**config.mk**
```make
export PLATFORM = sky130hd
export DESIGN_NAME = drob_div_cell
export DESIGN_NICKNAME = d
export VERILOG_FILES = /design/src/sv/drob_pkg.sv /design/src/sv/drob_div_cell.sv
export SDC_FILE = /design/constraint.sdc
export NUM_CORES = 1
export LEC_CHECK = 0
export BUFFER_PORTS_ARGS = -buffer_cell sky130_fd_sc_hd__buf_2
export CAP_MARGIN = 30
export CORE_AREA = 2 2 456 458
export DETAILED_ROUTE_END_ITERATION = 12
export DIE_AREA = 0 0 458 460
export PLACE_DENSITY = 0.37
export SKIP_LAST_GASP = 1
export SYNTH_ARGS = -nofsm -noshare
export SYNTH_HDL_FRONTEND = slang
export SYNTH_SLANG_ARGS = --single-unit
```
**constraint.sdc**
```tcl
create_clock -name clk -period 31.8 [get_ports clk]
set_clock_uncertainty 0.2 [all_clocks]
set_input_delay 6.36 -clock clk [delete_from_list [all_inputs] [get_ports clk]]
set_output_delay 6.36 -clock clk [all_outputs]
set_load 0.02 [all_outputs]
```
**src/sv/drob_pkg.sv**
```systemverilog
// ----------------------------------------------------------------------------
// drob_pkg: shared types and constants for the downward ray box hit unit
// Register indexes, datapath widths and the records that travel between the
// front end, the divider cells and the slab back end.
// ----------------------------------------------------------------------------
package drob_pkg;

  localparam int COORD_WIDTH_DEFAULT = 32;

  // Q2.14 one
  localparam int ONE_Q14 = 16384;

  // Divider: numerator magnitude, remainder and divisor widths
  localparam int NUM_W = 49;
  localparam int REM_W = 16;
  localparam int DIV_W = 15;

  // Signed slab distance width
  localparam int T_W = NUM_W + 1;

  localparam logic [2:0] REG_ORIGIN_X    = 3'd0;
  localparam logic [2:0] REG_ORIGIN_Y    = 3'd1;
  localparam logic [2:0] REG_ORIGIN_Z    = 3'd2;
  localparam logic [2:0] REG_RAY_LENGTH  = 3'd3;
  localparam logic [2:0] REG_FOOT_RADIUS = 3'd4;

  localparam logic [1:0] AXIS_NONE = 2'd3;

  // Two lanes per box axis: even lane is the minus-side plane, odd lane the plus side
  typedef struct packed {
    logic [5:0][NUM_W-1:0] num;
    logic [5:0][REM_W-1:0] rem;
    logic [2:0][DIV_W-1:0] dv;
    logic [5:0]            neg;
    logic [2:0]            par;
    logic [2:0]            par_rej;
    logic [8:0][15:0]      ax;
  } div_t;

  typedef struct packed {
    logic signed [T_W-1:0] tmin;
    logic signed [T_W-1:0] tmax;
    logic [1:0]            hax;
    logic                  hneg;
    logic                  rej;
    logic [5:0][T_W-1:0]   t;
    logic [2:0]            par;
    logic [2:0]            par_rej;
    logic [8:0][15:0]      ax;
  } slab_t;

  // Take the low bits of a coordinate as a signed value of 32 - sh bits
  function automatic logic signed [31:0] sext_cw(input logic [31:0] v, input int unsigned sh);
    logic signed [31:0] u;
    u = $signed(v << sh);
    return u >>> sh;
  endfunction

endpackage

```
**src/sv/drob_div_cell.sv**
```systemverilog
// ----------------------------------------------------------------------------
// drob_div_cell: one quotient bit of the slab divider row
// Each cell retires one restoring division step on all six lanes and hands
// the partial quotient and remainder to its neighbor.
// ----------------------------------------------------------------------------
module drob_div_cell (
  input  logic           clk,
  input  logic           rst,
  input  logic           in_valid,
  output logic           in_ready,
  input  drob_pkg::div_t in_data,
  output logic           out_valid,
  output drob_pkg::div_t out_data,
  input  logic           out_ready
);
  import drob_pkg::*;

  div_t data_next;

  assign in_ready = ~out_valid | out_ready;

  always_comb begin
    logic [REM_W-1:0] rem_s;
    logic             ge;
    data_next = in_data;
    for (int l = 0; l < 6; l++) begin
      rem_s = {in_data.rem[l][REM_W-2:0], in_data.num[l][NUM_W-1]};
      ge    = rem_s >= REM_W'(in_data.dv[l/2]);
      data_next.rem[l] = ge ? rem_s - REM_W'(in_data.dv[l/2]) : rem_s;
      data_next.num[l] = {in_data.num[l][NUM_W-2:0], ge};
    end
  end

  always_ff @(posedge clk) begin
    if (rst) begin
      out_valid <= 1'b0;
    end else if (in_ready) begin
      out_valid <= in_valid;
    end
  end

  always_ff @(posedge clk) begin
    if (in_ready) begin
      out_data <= data_next;
    end
  end

endmodule

```
# After elaboration in Yosys (flattened, before gate mapping)
# Index checks and enable logic that the tools add are counted.
# word_totals
regBits	592
latchBits	0
ramBits	0
romBits	0
input_bits	595
out_inout_bits	593
word_cells	48
mem_count	0
# classes
addsub	6
n_mul	0
n_div	0
n_lt_le_gt_ge	6
eq_ne	0
shift	0
mux	6
bitwise_logic	2
reduce_logical	0
# ops
operator	count
greater-or-equal comparator 16 x 15 -> 1 bit	6
2-to-1 mux 16 bit	6
subtractor 16 x 15 -> 16 bit	6
inverter 1 bit	1
bitwise OR 1 bit	1

# Longest topological paths before layout
# depth
depth_word	2
mapped_depth	11
mapped_depth_nobuf	10

# Least setup slack after synthesis
# No wires, ideal clock.
# synth_path
path_kind	input -> output
startpoint	input out_ready
endpoint	output in_ready
t_arrival_ns	20.588
required_ns	25.240
setup_slack_ns	4.652
stages	1
n_path_buf	0
cell_sequence	nand2b_1
# synth_between
elab_chain_cells	1
# synth_rtl
item	line	text
start: declaration	drob_div_cell.sv:14	input logic out_ready
bitwise OR 1 bit	drob_div_cell.sv:20	assign in_ready = ~out_valid | out_ready;
end: declaration	drob_div_cell.sv:10	output logic in_ready,
# Every way passes these cells.

# Worst setup path in the final report
# Same ends and word-level chain as after synthesis.

==> out/results.tsv <==
stage	metric	value	unit
timing	period_share	0.428	
setup_path	cp.required	25240	ps
cts	numCtsBuffers	83	
placement	numPortBuffers	1181	
power	power_density	66.5	nW/um^2
global_routing	grt_pass1_vias	18100	
synth	netlist_area	23700	sq um
synth	synth-seq-cells	592	
hold_path	hp-class	register to register	
power	ir_drop	0.0398	mV
power	switching_share	0.304	
die	dieArea	211000	sq um
setup_path	crit_arrival	7040	ps
global_routing	grt_pass1_wl	195	mm
cts	clk_path_buf_depth	3	
route	first_pass_iters	5	
synth	synthCells	1461	
synth	synth.distinct_cells	80	
synth	post-synth-top-count-cell	edfxtp_1	
setup_path	cp-endpoint	in_ready	
synth	ys_warn_count	0	
route	drc	0	
route	drt-initial-drc-count	1424	
die	ios	1188	
cts	cts_tree	yes	
timing	rsz0062_at_grt	false	
synth	synth_largest_area_cell	edfxtp_1	
synth	synthFlopType	edfxtp_1	
power	power_leakage	14.9	nW
setup_path	r2r_cells	6	
setup_path	cp-startpoint	out_ready	
cts	clk_latency	690	ps
setup_path	timing.critical_path.fanout_max	13	
die	die_w	458	um
cts	htree_levels	3	
power	p_int	1.66	mW
synth	synthArstFlopShare	0	
synth	seq_area_frac_synth	0.751	
timing	timing.final.crit_period	13600	ps
timing	slew_headroom	0.274	
setup_path	reg2reg_from	out_valid$_SDFFE_PP0P_	
synth	syn_nets	2152	
placement	routabilityCongestion	0.894	
route	totalWireLength	158	mm
global_routing	grt_usage	0.143	
power	power_frac_seq	0.405	
cts	post-cts-setup-buffers	0	
global_routing	antenna_found_initial	169	
cts	cts.repair.resized	0	
synth	synth_edf_count	591	
route	wl_per_cell	28.7	um
timing	setup_violations	0	
setup_path	crit_type	input port to primary output	
cts	cts_root_buf	clkbuf_16	
synth	netlist.area_leader.share	0.750	
power	total_power	2.38	mW
route	vias	18900	
layout	layout-drive-gt1-share	0.490	
timing	finalMaxSlewViolations	0	
flow_run	drv_cap	0	
placement	place_inst	5337	
synth	synthTopCellsByArea	edfxtp_1 (75%), ha_1 (4.8%), a21oi_1 (2.1%), nor2_1 (1.3%), inv_1 (1.2%)	
setup_path	rrSetupSlack	27110	ps
global_routing	overflow	0	
die	die_height	460	um
timing	worstMarginPinSlew	1060	ps
synth	synth.avg_cell_area	16.2	sq um
setup_path	startpoint_type	input port	
die	initial_core_util	0.115	
die	coreArea	206000	sq um
placement	hpwl	135	mm
die	row_count	167	
power	power.share.clock	0.418	
setup_path	end_kind	primary output	
timing	setup_tns	0	ps
route	ant_nets	0	
timing	clock.fmax	73.5	MHz
power	p_sw	726	uW
layout	fin_nets	3409	
cts	clkTransAtPathRegs	60	ps
timing	whs	600	ps
synth	ys_top_cells_by_count	edfxtp_1 (591), a21oi_1 (99), ha_1 (90)	
route	via_per_inst	3.43	
cts	cts_hold_buffers	0	
power	pwr-share-comb	0.177	
global_routing	grt_max_degree	104	
timing	finalHoldViolations	0	
setup_path	r2r-end	out_data[279]$_DFFE_PP_	
run_status	outcome	finished clean	
layout	fin_cells	5503	
layout	area_growth	51.6	%
cts	clock_sinks	592	
==> state kept, by name, summed over array words and instances (netlist names) <==
signal,flops
out_valid,1
out_data,591
==> worst min path at each step <==
stage,startpoint,end,depth (start not counted)
after detailed placement,out_valid$_SDFFE_PP0P_,out_data[473]$_DFFE_PP_,1
after floorplan,rst,out_valid$_SDFFE_PP0P_,1
after global routing,out_valid$_SDFFE_PP0P_,out_data[473]$_DFFE_PP_,1
final,out_valid$_SDFFE_PP0P_,out_data[473]$_DFFE_PP_,1
after CTS,out_valid$_SDFFE_PP0P_,out_data[473]$_DFFE_PP_,1
after global placement,out_valid$_SDFFE_PP0P_,out_data[473]$_DFFE_PP_,1
==> metal layers <==
metal / share of wire / track usage
met5: 0.0020 / 0
met4: 0.031 / 0.0340
met3: 0.10 / 0.0595
met2: 0.49 / 0.251
met1: 0.37 / 0.160
==> stage by stage <==
stage | instance area (sq um) | utilization | setup slack [ps]
after floorplan | 23700 | - | 4650
after global placement | 33000 | 0.160 | 18120
after detailed placement | 33000 | 0.160 | 18110
after CTS | 35800 | 0.174 | 18110
after global routing | 35800 | 0.174 | 18140
final | 35900 | 0.174 | 18200
==> cell usage in the layout (no fill, tap or decap), types with 9 or more instances in the layout <==
cell,count
a211oi_1,9
a21o_1,25
a21oi_1,99
a31oi_1,14
buf_2,1182
buf_4,14
bufinv_16,12
clkbuf_1,12
clkbuf_16,83
clkinv_1,13
diode_2,18
edfxtp_1,591
ha_1,90
inv_1,78
mux2_2,16
nand2_1,78
nand2b_1,17
nand3_1,10
nand4_1,15
nor2_1,81
nor2b_1,16
nor3_1,13
o21a_1,20
o21ai_0,50
o21ai_1,19
xnor2_1,27
xor2_1,31
==> final cells by class <==
class	count	area, sq um
antenna	18	45.0
fill	22900	170000
multi-input combinational	765	5490
sequential	592	17800
timing repair buffer	1197	6040
inverter	79	297
clock inverter	51	694
clock buffer	97	2150
tap	2704	3380
==> power groups by stage <==
stage,clock (mW),combinational [mW],sequential [mW]
2_1_floorplan,0,0.118,1.09
3_3_place_gp,0,0.432,0.980
3_5_place_dp,0,0.431,0.980
4_1_cts,1.05,0.433,0.966
5_1_grt,1.07,0.454,0.972
6_report,0.997,0.422,0.965
==> cells by family (layout without fill, tap and decap cells) <==
kind of cell / after synthesis / count (layout) / share of synthesized area
simple gates: 259 / 259 / 0.0526
fa+ha+maj: 96 / 96 / 0.0527
mux: 31 / 31 / 0.0144
flops: 592 / 592 / 0.751
xor+xnor: 58 / 58 / 0.0215
other cells: 0 / 18 / 0
buf+inv: 104 / 1424 / 0.0185
compound gates: 321 / 321 / 0.0896
==> worst max-delay path, stage by stage <==
cell      delay [ps]
buf_2             80
nand2b_4         300
buf_2            280
(Power assumes the default switching activity.)
