**config.mk**
```make
export PLATFORM = sky130hd
export DESIGN_NAME = drob_back
export DESIGN_NICKNAME = d
export VERILOG_FILES = /design/src/sv/drob_pkg.sv /design/src/sv/drob_back.sv
export SDC_FILE = /design/constraint.sdc
export NUM_CORES = 2
export LEC_CHECK = 0
export ABC_CLOCK_PERIOD_IN_PS = 21900
export BUFFER_PORTS_ARGS = -buffer_cell sky130_fd_sc_hd__buf_2
export CAP_MARGIN = 20
export CELL_PAD_IN_SITES_DETAIL_PLACEMENT = 0
export CELL_PAD_IN_SITES_GLOBAL_PLACEMENT = 1
export CORE_MARGIN = 2
export CORE_UTILIZATION = 30
export DETAILED_ROUTE_END_ITERATION = 7
export PLACE_DENSITY = 0.6
export SLEW_MARGIN = 0
export SYNTH_ARGS = -nofsm -noshare
export SYNTH_HDL_FRONTEND = slang
export SYNTH_SLANG_ARGS = --single-unit
```
**constraint.sdc**
```tcl
create_clock -name clk -period 21.9 [get_ports clk]
set_clock_uncertainty 0.15 [all_clocks]
set_input_delay 2.19 -clock clk [delete_from_list [all_inputs] [get_ports clk]]
set_output_delay 2.19 -clock clk [all_outputs]
set_load 0.1 [all_outputs]
```
**src/sv/drob_pkg.sv**
```systemverilog
// ----------------------------------------------------------------------------
// drob_pkg: shared types and constants for the downward ray box hit unit
// Register indexes, datapath widths and the records that travel between the
// front end, the divider cells and the slab back end.
// ----------------------------------------------------------------------------
package drob_pkg;

  localparam int COORD_WIDTH_DEFAULT = 32;

  // Q2.14 one
  localparam int ONE_Q14 = 16384;

  // Divider: numerator magnitude, remainder and divisor widths
  localparam int NUM_W = 49;
  localparam int REM_W = 16;
  localparam int DIV_W = 15;

  // Signed slab distance width
  localparam int T_W = NUM_W + 1;

  localparam logic [2:0] REG_ORIGIN_X    = 3'd0;
  localparam logic [2:0] REG_ORIGIN_Y    = 3'd1;
  localparam logic [2:0] REG_ORIGIN_Z    = 3'd2;
  localparam logic [2:0] REG_RAY_LENGTH  = 3'd3;
  localparam logic [2:0] REG_FOOT_RADIUS = 3'd4;

  localparam logic [1:0] AXIS_NONE = 2'd3;

  // Two lanes per box axis: even lane is the minus-side plane, odd lane the plus side
  typedef struct packed {
    logic [5:0][NUM_W-1:0] num;
    logic [5:0][REM_W-1:0] rem;
    logic [2:0][DIV_W-1:0] dv;
    logic [5:0]            neg;
    logic [2:0]            par;
    logic [2:0]            par_rej;
    logic [8:0][15:0]      ax;
  } div_t;

  typedef struct packed {
    logic signed [T_W-1:0] tmin;
    logic signed [T_W-1:0] tmax;
    logic [1:0]            hax;
    logic                  hneg;
    logic                  rej;
    logic [5:0][T_W-1:0]   t;
    logic [2:0]            par;
    logic [2:0]            par_rej;
    logic [8:0][15:0]      ax;
  } slab_t;

  // Take the low bits of a coordinate as a signed value of 32 - sh bits
  function automatic logic signed [31:0] sext_cw(input logic [31:0] v, input int unsigned sh);
    logic signed [31:0] u;
    u = $signed(v << sh);
    return u >>> sh;
  endfunction

endpackage

```
**src/sv/drob_back.sv**
```systemverilog
// ----------------------------------------------------------------------------
// drob_back: slab interval and result stage
// Turns quotients into floored slab distances, walks the three axes in
// order to narrow the hit interval, then forms the hit point and normal.
// ----------------------------------------------------------------------------
module drob_back #(
  parameter int COORD_WIDTH = drob_pkg::COORD_WIDTH_DEFAULT
) (
  input  logic               clk,
  input  logic               rst,
  input  logic               div_valid,
  output logic               div_ready,
  input  drob_pkg::div_t     div_data,
  input  logic [31:0]        ray_origin_x,
  input  logic [31:0]        ray_origin_y,
  input  logic [31:0]        ray_origin_z,
  input  logic [30:0]        ray_length,
  output logic               out_valid,
  input  logic               out_stall,
  output logic               hit,
  output logic [30:0]        distance,
  output logic signed [31:0] point_x,
  output logic signed [31:0] point_y,
  output logic signed [31:0] point_z,
  output logic signed [15:0] normal_x,
  output logic signed [15:0] normal_y,
  output logic signed [15:0] normal_z
);
  import drob_pkg::*;

  localparam int CW = (COORD_WIDTH < 16) ? 16 : ((COORD_WIDTH > 32) ? 32 : COORD_WIDTH);
  localparam int unsigned CW_SHIFT = 32 - CW;
  localparam logic signed [33:0] PY_MAX = 34'((64'sd1 <<< (CW - 1)) - 64'sd1);
  localparam logic signed [33:0] PY_MIN = -PY_MAX - 34'sd1;

  function automatic slab_t slab_step(input slab_t s, input int ax_i);
    slab_t                 r;
    logic signed [T_W-1:0] t1;
    logic signed [T_W-1:0] t2;
    logic                  sneg;
    r = s;
    if (!s.rej) begin
      if (s.par[ax_i]) begin
        // axis parallel to the ray: origin must lie within the slab
        if (s.par_rej[ax_i]) r.rej = 1'b1;
      end else begin
        t1   = $signed(s.t[2*ax_i]);
        t2   = $signed(s.t[2*ax_i+1]);
        sneg = 1'b1;
        if (t1 > t2) begin
          t1   = $signed(s.t[2*ax_i+1]);
          t2   = $signed(s.t[2*ax_i]);
          sneg = 1'b0;
        end
        if (t1 > r.tmin) begin
          r.tmin = t1;
          r.hax  = 2'(ax_i);
          r.hneg = sneg;
        end
        if (t2 < r.tmax) r.tmax = t2;
        if (r.tmin > r.tmax) r.rej = 1'b1;
      end
    end
    return r;
  endfunction

  logic [4:0] v;
  logic [4:0] rdy;
  slab_t      st [4];
  slab_t      st_next [4];
  logic signed [T_W-1:0] rl_s;

  logic               hit_next;
  logic [30:0]        distance_next;
  logic signed [31:0] point_x_next;
  logic signed [31:0] point_y_next;
  logic signed [31:0] point_z_next;
  logic signed [15:0] normal_x_next;
  logic signed [15:0] normal_y_next;
  logic signed [15:0] normal_z_next;

  assign rl_s = $signed(T_W'(ray_length));

  assign rdy[4] = ~v[4] | ~out_stall;
  assign rdy[3] = ~v[3] | rdy[4];
  assign rdy[2] = ~v[2] | rdy[3];
  assign rdy[1] = ~v[1] | rdy[2];
  assign rdy[0] = ~v[0] | rdy[1];
  assign div_ready = rdy[0];
  assign out_valid = v[4];

  always_ff @(posedge clk) begin
    if (rst) begin
      v <= '0;
    end else begin
      if (rdy[0]) v[0] <= div_valid;
      if (rdy[1]) v[1] <= v[0];
      if (rdy[2]) v[2] <= v[1];
      if (rdy[3]) v[3] <= v[2];
      if (rdy[4]) v[4] <= v[3];
    end
  end

  // Floor correction: a negative quotient with a remainder drops by one
  always_comb begin
    logic signed [T_W-1:0] qs;
    st_next[0].tmin    = '0;
    st_next[0].tmax    = rl_s;
    st_next[0].hax     = AXIS_NONE;
    st_next[0].hneg    = 1'b0;
    st_next[0].rej     = 1'b0;
    st_next[0].par     = div_data.par;
    st_next[0].par_rej = div_data.par_rej;
    st_next[0].ax      = div_data.ax;
    for (int l = 0; l < 6; l++) begin
      qs = $signed({1'b0, div_data.num[l]});
      if (div_data.neg[l]) begin
        st_next[0].t[l] = -qs - T_W'(div_data.rem[l] != '0);
      end else begin
        st_next[0].t[l] = qs;
      end
    end
    for (int i = 0; i < 3; i++) begin
      st_next[i+1] = slab_step(st[i], i);
    end
  end

  always_ff @(posedge clk) begin
    for (int k = 0; k < 4; k++) begin
      if (rdy[k]) st[k] <= st_next[k];
    end
  end

  always_comb begin
    logic signed [15:0] rx, ry, rz;
    logic signed [15:0] nx, ny, nz;
    logic               nohit;
    logic               deg;
    logic [1:0]         nzc;
    logic signed [31:0] ro_y;
    logic signed [33:0] py;
    slab_t              s;
    s = st[3];
    case (s.hax)
      2'd1: begin
        rx = $signed(s.ax[3]); ry = $signed(s.ax[4]); rz = $signed(s.ax[5]);
      end
      2'd2: begin
        rx = $signed(s.ax[6]); ry = $signed(s.ax[7]); rz = $signed(s.ax[8]);
      end
      default: begin
        rx = $signed(s.ax[0]); ry = $signed(s.ax[1]); rz = $signed(s.ax[2]);
      end
    endcase
    nx = s.hneg ? -rx : rx;
    ny = s.hneg ? -ry : ry;
    nz = s.hneg ? -rz : rz;
    nzc = 2'(nx != 16'sd0) + 2'(ny != 16'sd0) + 2'(nz != 16'sd0);
    // tiny normal: squared length of two raw units or less
    deg = (nx == 16'sd0 || nx == 16'sd1 || nx == -16'sd1) &&
          (ny == 16'sd0 || ny == 16'sd1 || ny == -16'sd1) &&
          (nz == 16'sd0 || nz == 16'sd1 || nz == -16'sd1) && (nzc != 2'd3);
    if (deg) begin
      nx = 16'sd0;
      ny = 16'(ONE_Q14);
      nz = 16'sd0;
    end
    nohit = s.rej || (s.tmin < 0) || (s.tmin > rl_s) || (s.hax == AXIS_NONE);
    ro_y = sext_cw(ray_origin_y, CW_SHIFT);
    py   = 34'(ro_y) - 34'(s.tmin[30:0]);
    if (py > PY_MAX) py = PY_MAX;
    if (py < PY_MIN) py = PY_MIN;
    hit_next      = ~nohit;
    distance_next = nohit ? '0 : s.tmin[30:0];
    point_x_next  = nohit ? '0 : sext_cw(ray_origin_x, CW_SHIFT);
    point_y_next  = nohit ? '0 : py[31:0];
    point_z_next  = nohit ? '0 : sext_cw(ray_origin_z, CW_SHIFT);
    normal_x_next = nohit ? '0 : nx;
    normal_y_next = nohit ? '0 : ny;
    normal_z_next = nohit ? '0 : nz;
  end

  always_ff @(posedge clk) begin
    if (rdy[4]) begin
      hit      <= hit_next;
      distance <= distance_next;
      point_x  <= point_x_next;
      point_y  <= point_y_next;
      point_z  <= point_z_next;
      normal_x <= normal_x_next;
      normal_y <= normal_y_next;
      normal_z <= normal_z_next;
    end
  end

  a_miss_zero: assert property (@(posedge clk) disable iff (rst)
    out_valid && !hit |-> distance == '0 && normal_x == '0 && normal_y == '0 && normal_z == '0)
    else $error("miss transaction carries nonzero payload");

  a_hit_dist: assert property (@(posedge clk) disable iff (rst)
    out_valid && hit |-> distance != '0 && distance <= ray_length)
    else $error("hit distance outside the ray");

  a_hit_normal: assert property (@(posedge clk) disable iff (rst)
    out_valid && hit |-> (normal_x != '0 || normal_y != '0 || normal_z != '0))
    else $error("hit with zero normal");

endmodule

```
Word-level counts from Yosys, hierarchy flattened
Memory sizes are Yosys's and may differ from the RTL's.
Cells that the tools add are included.
{"block": "classes", "div_mod_pow": 0, "shifts": 0, "muxes": 80, "mul": 0, "n_eq_ne": 10, "bitwise_logic": 12, "n_reduce_logical": 26, "addsub": 18, "magnitude_cmp": 16}
{"operator": "$mux W50", "count": 42}
{"operator": "$gt A50 B50 Y1", "count": 9}
{"operator": "$mux W104", "count": 3}
{"operator": "$mux W103", "count": 3}
{"operator": "$neg A49 Y50", "count": 6}
{"operator": "$sub A50 B1 Y50", "count": 6}
{"operator": "$lt A50 B50 Y1", "count": 3}
{"operator": "$reduce_bool A16 Y1", "count": 9}
{"operator": "$pmux W16 S2", "count": 3}
{"operator": "$gt A50 B32 Y1", "count": 1}
{"operator": "$lt A50 B1 Y1 const B", "count": 1}
{"operator": "$eq A16 B1 Y1 const B", "count": 3}
{"operator": "$eq A16 B2 Y1 const B", "count": 3}
{"operator": "$logic_not A16 Y1", "count": 3}
{"operator": "$mux W16", "count": 3}
{"operator": "$neg A16 Y16", "count": 3}
{"operator": "$lt A34 B32 Y1 const B", "count": 1}
{"operator": "$mux W34", "count": 1}
{"operator": "$gt A33 B32 Y1 const B", "count": 1}
{"operator": "$sub A32 B32 Y33", "count": 1}
{"operator": "$mux W32", "count": 1}
{"operator": "$mux W1", "count": 20}
{"operator": "$mux W15", "count": 1}
{"operator": "$logic_or A1 B1 Y1", "count": 9}
{"operator": "10 further kinds", "count": 26}
{"block": "word_totals", "romBits": 0, "out_inout_bits": 178, "latchBits": 0, "wordCells": 178, "memories": 1, "regBits": 181, "ramBits": 2216, "in_bits": 722}
{"memory": "st", "depth": 4, "word_bits": 554, "rd": 4, "rd_clocked_by_memory_dff": 0, "wr": 4, "line": "drob_back.sv:69", "source": "slab_t st [4];"}

Depth between registers and ports, before layout
An unclocked memory read counts as a cell.
{"block": "depth", "depth_word": 13, "depth_mapped": 50}

Worst setup path after synthesis
No wires, ideal clock.
{"block": "synth_path", "kind": "in2reg", "from": "in out_stall", "to": "mem st[0][0] (netlist bit), enable pin", "required_ps": 15796, "stages": 3, "setup_time_ps": 5954, "n_path_buf": 1, "arrival_ps": 16369, "setup_slack_ps": -573, "path_cell_list": "and3_1 -> clkbuf_1 -> nand4_1"}
{"element": "start, declared", "line": "drob_back.sv:19", "source": "input logic out_stall,"}
{"element": "end, declared", "line": "drob_back.sv:69"}

==> metrics.csv <==
stage,metric,value,unit
min_path,Hold Crit Class,register to register,
timing,Max Freq,92.93,MHz
power_and_ir_drop,sw frac,0.3946,
yosys,Synth cell types,91,
yosys,Mapped Area,94640,sq um
timing,final period utilization,0.4914,
setup_path,arrival time of the worst setup path,11.09,ns
power_and_ir_drop,sw power,5.122,mW
power_and_ir_drop,Comb power frac,0.430,
timing,slew margin rel.,0.2108,
yosys,synth top area cells,"edfxtp_1 (53%), ha_1 (12%), a21oi_1 (3.8%)",
setup_path,largest fanout on the critical path,104,
clock_tree,CTS tree,built,
power_and_ir_drop,internal power,7.858,mW
detailed_routing,WL final,312.2,mm
yosys,"top cells by count, synth","edfxtp_1 (1656), ha_1 (902), inv_1 (885), a21oi_1 (715), nor2_1 (645)",
yosys,post-synthesis instance total,8609,
timing,Final Setup Violations,0,
yosys,post-synthesis sequential area ratio,0.5265,
final_layout,fillcell total,31320,
timing,final worst-path setup slack,11.14,ns
yosys,most common cell in the netlist,edfxtp_1,
clock_tree,cts repair resizes,0,
yosys,Seq cells post-synth,1661,
clock_tree,H-tree level count,4,
timing,Slew @ Worst Pin,1.176,ns
global_routing,largest net degree at the start of global routing,123,
setup_path,crit-path leading delay family,simple AND/OR/NAND/NOR gates,
clock_tree,total CTS buffers,189,
yosys,Avg Inst Size Synth,10.99,sq um
timing,Tmin final,10.76,ns
place,HPWL after DPL,251.4,mm
clock_tree,Post-CTS Hold Buffers,0,
setup_path,critical path launch point type,register,
setup_path,WP buf/inv,3,
timing,Final Max Slew Viols,0,
global_routing,first-pass GRT wire length,438.9,mm
detailed_routing,first-iteration detailed-routing DRC count,5202,
clock_tree,Root Buffer,clkbuf_16,
clock_tree,clk buf depth,4,
clock_tree,Worst-Skew Late Latency,0.85,ns
power_and_ir_drop,power share of the clock group,0.237,
yosys,ys flop type,edfxtp_1,
detailed_routing,Antenna Violating Nets Remaining,0,
timing,final hold vios,0,
setup_path,CP max stage delay,0.86,ns
setup_path,"Top cell by count, worst path",a21oi_1,
final_layout,area delta synth->final,16.17,%
global_routing,GRT Total Usage,0.1876,
power_and_ir_drop,"IR drop worst, VDD",0.1390,mV
floorplanning,die width,565.7,um
detailed_routing,DRC violations left,0,
power_and_ir_drop,Power Density,118.1,nW/um^2
detailed_routing,Routed wire per std cell,22.60,um
place,# port buffers,854,
yosys,"EDFF count, synth",1656,
flow_run,Max-Cap Viols,0,
yosys,Synthesis Warnings,0,
setup_path,critical path's slowest cell,buf_4,
yosys,area share of the leading cell type in the synthesized netlist,0.5254,
clock_tree,post-CTS setup buffers,0,
floorplanning,Rows,206,
clock_tree,clock transition at the registers of the reported paths,0.06,ns
final_layout,layout cells sized above 1,0.1465,
run_status,status,"finished, final reports clean",
timing,final hold slack,0.1924,ns
place,placement-stage worst setup slack,11.24,ns
setup_path,critical path data required time,22.23,ns
timing,RSZ-0062 raised after global routing,no,
global_routing,initial antenna violation count,135,
floorplanning,die area,320000,sq um
power_and_ir_drop,LEAKAGE,48.23,nW
floorplanning,IO Pins,900,
yosys,Synth area leader,edfxtp_1,
setup_path,critical path type,register to register,
detailed_routing,Vias,68100,
floorplanning,Core Region,314500,sq um
setup_path,CP Capture Type,register,
detailed_routing,DR pass1 iterations,5,
global_routing,total gr overflow,0,
place,gpl congestion,0.9181,
detailed_routing,Via-to-Cell Ratio,4.930,
clock_tree,CTS sink count,1661,
floorplanning,die extent in y,565.7,um
place,Inst Count DP,13420,
final_layout,Final Core Density,0.3496,
final_layout,final layout net count,11090,
yosys,fraction of registers with async set or reset after synthesis,0,
global_routing,number of global-route vias before repair,66230,
power_and_ir_drop,Seq pwr share,0.332,
floorplanning,initial core utilization,0.3010,
final_layout,"non-filler cells, final",13810,
[per-stage QoR]
| step | cell area [sq um] | setup TNS [ns] | total power [mW] |
|---|---|---|---|
| 6_report | 109900 | 0 | 12.98 |
| 5_1_grt | 109800 | 0 | 13.89 |
| 4_1_cts | 109700 | 0 | 13.08 |
| 3_5_place_dp | 103800 | 0 | 9.935 |
| 3_3_place_gp | 103800 | 0 | 9.892 |
| 2_1_floorplan | 94650 | -236.91 | 8.041 |
[layer usage]
metal / global-route usage / share of wire / vias up
met4: 0.06351 / 0.036 / 72
met3: 0.04312 / 0.069 / 504
met5: 0.004167 / 0.0020 / -
li1: - / - / 33230
met2: 0.3126 / 0.46 / 1839
met1: 0.2379 / 0.43 / 32460
[sequential cells by signal (all words and copies together), names as in the netlist]
signal and flops:
hit 1, point_z 32, v 5, normal_y 16, distance 31, point_x 32
st 1480, point_y 32, normal_x 16, normal_z 16
[power by group through the flow]
stage	combinational, mW	clock [mW]	sequential [mW]
after floorplan	3.86	0	4.18
after global placement	5.50	0	4.39
after detailed placement	5.54	0	4.39
after CTS	5.58	3.17	4.33
after global routing	6.24	3.29	4.36
final	5.59	3.08	4.31
[final timing paths]
| path | startpoint | to | slack [ns] | cells after the start |
|---|---|---|---|---|
| worst min register to register | st[2][28]$_DFFE_PP_ | st[3][28]$_DFFE_PP_ | 0.19 | 0 |
| worst max register to register | st[1][279]$_DFFE_PP_ | st[2][450]$_SDFFCE_PP1P_ | 11.14 | 39 |
| worst max-delay path | st[1][279]$_DFFE_PP_ | st[2][450]$_SDFFCE_PP1P_ | 11.14 | 39 |
| worst min-delay path | st[2][28]$_DFFE_PP_ | st[3][28]$_DFFE_PP_ | 0.19 | 0 |
[kinds of logic after synthesis]
family          count (synthesis)  synth area share
compound gates               2185            0.1405
xor+xnor                      314           0.02906
fa+ha+maj                     904            0.1197
buf+inv                      1158           0.04654
flops                        1661            0.5265
mux                           296           0.03277
other cells                     1        0.00003962
simple gates                 2090            0.1049
[cells in the final DEF, fill, tap and decap left out, types with 110 or more instances in the layout]
| cell type | Yosys | layout |
|---|---|---|
| nand4_1 | 158 | 158 |
| nand2_1 | 553 | 549 |
| xnor2_1 | 211 | 211 |
| mux2_2 | 110 | 110 |
| o21ai_0 | 639 | 635 |
| nor3_1 | 123 | 123 |
| a21oi_1 | 715 | 714 |
| nor2_1 | 645 | 644 |
| mux2i_1 | 185 | 185 |
| ha_1 | 902 | 899 |
| edfxtp_1 | 1656 | 1656 |
| clkbuf_16 | 0 | 190 |
| buf_2 | 10 | 854 |
| a21o_1 | 335 | 335 |
| inv_1 | 885 | 884 |
[layout make-up]
class	count	area (sq um)	share of cell area
inverter	887	3337	0.03035
tap	4160	5205	0.04734
sequential	1661	49830	0.4532
timing repair buffer	930	4927	0.04482
multi-input combinational	5791	40560	0.3689
antenna	51	127.6	0.001161
clock inverter	107	1075	0.009776
clock buffer	226	4890	0.04447
Note: power is estimated with default switching activity, not from simulation.
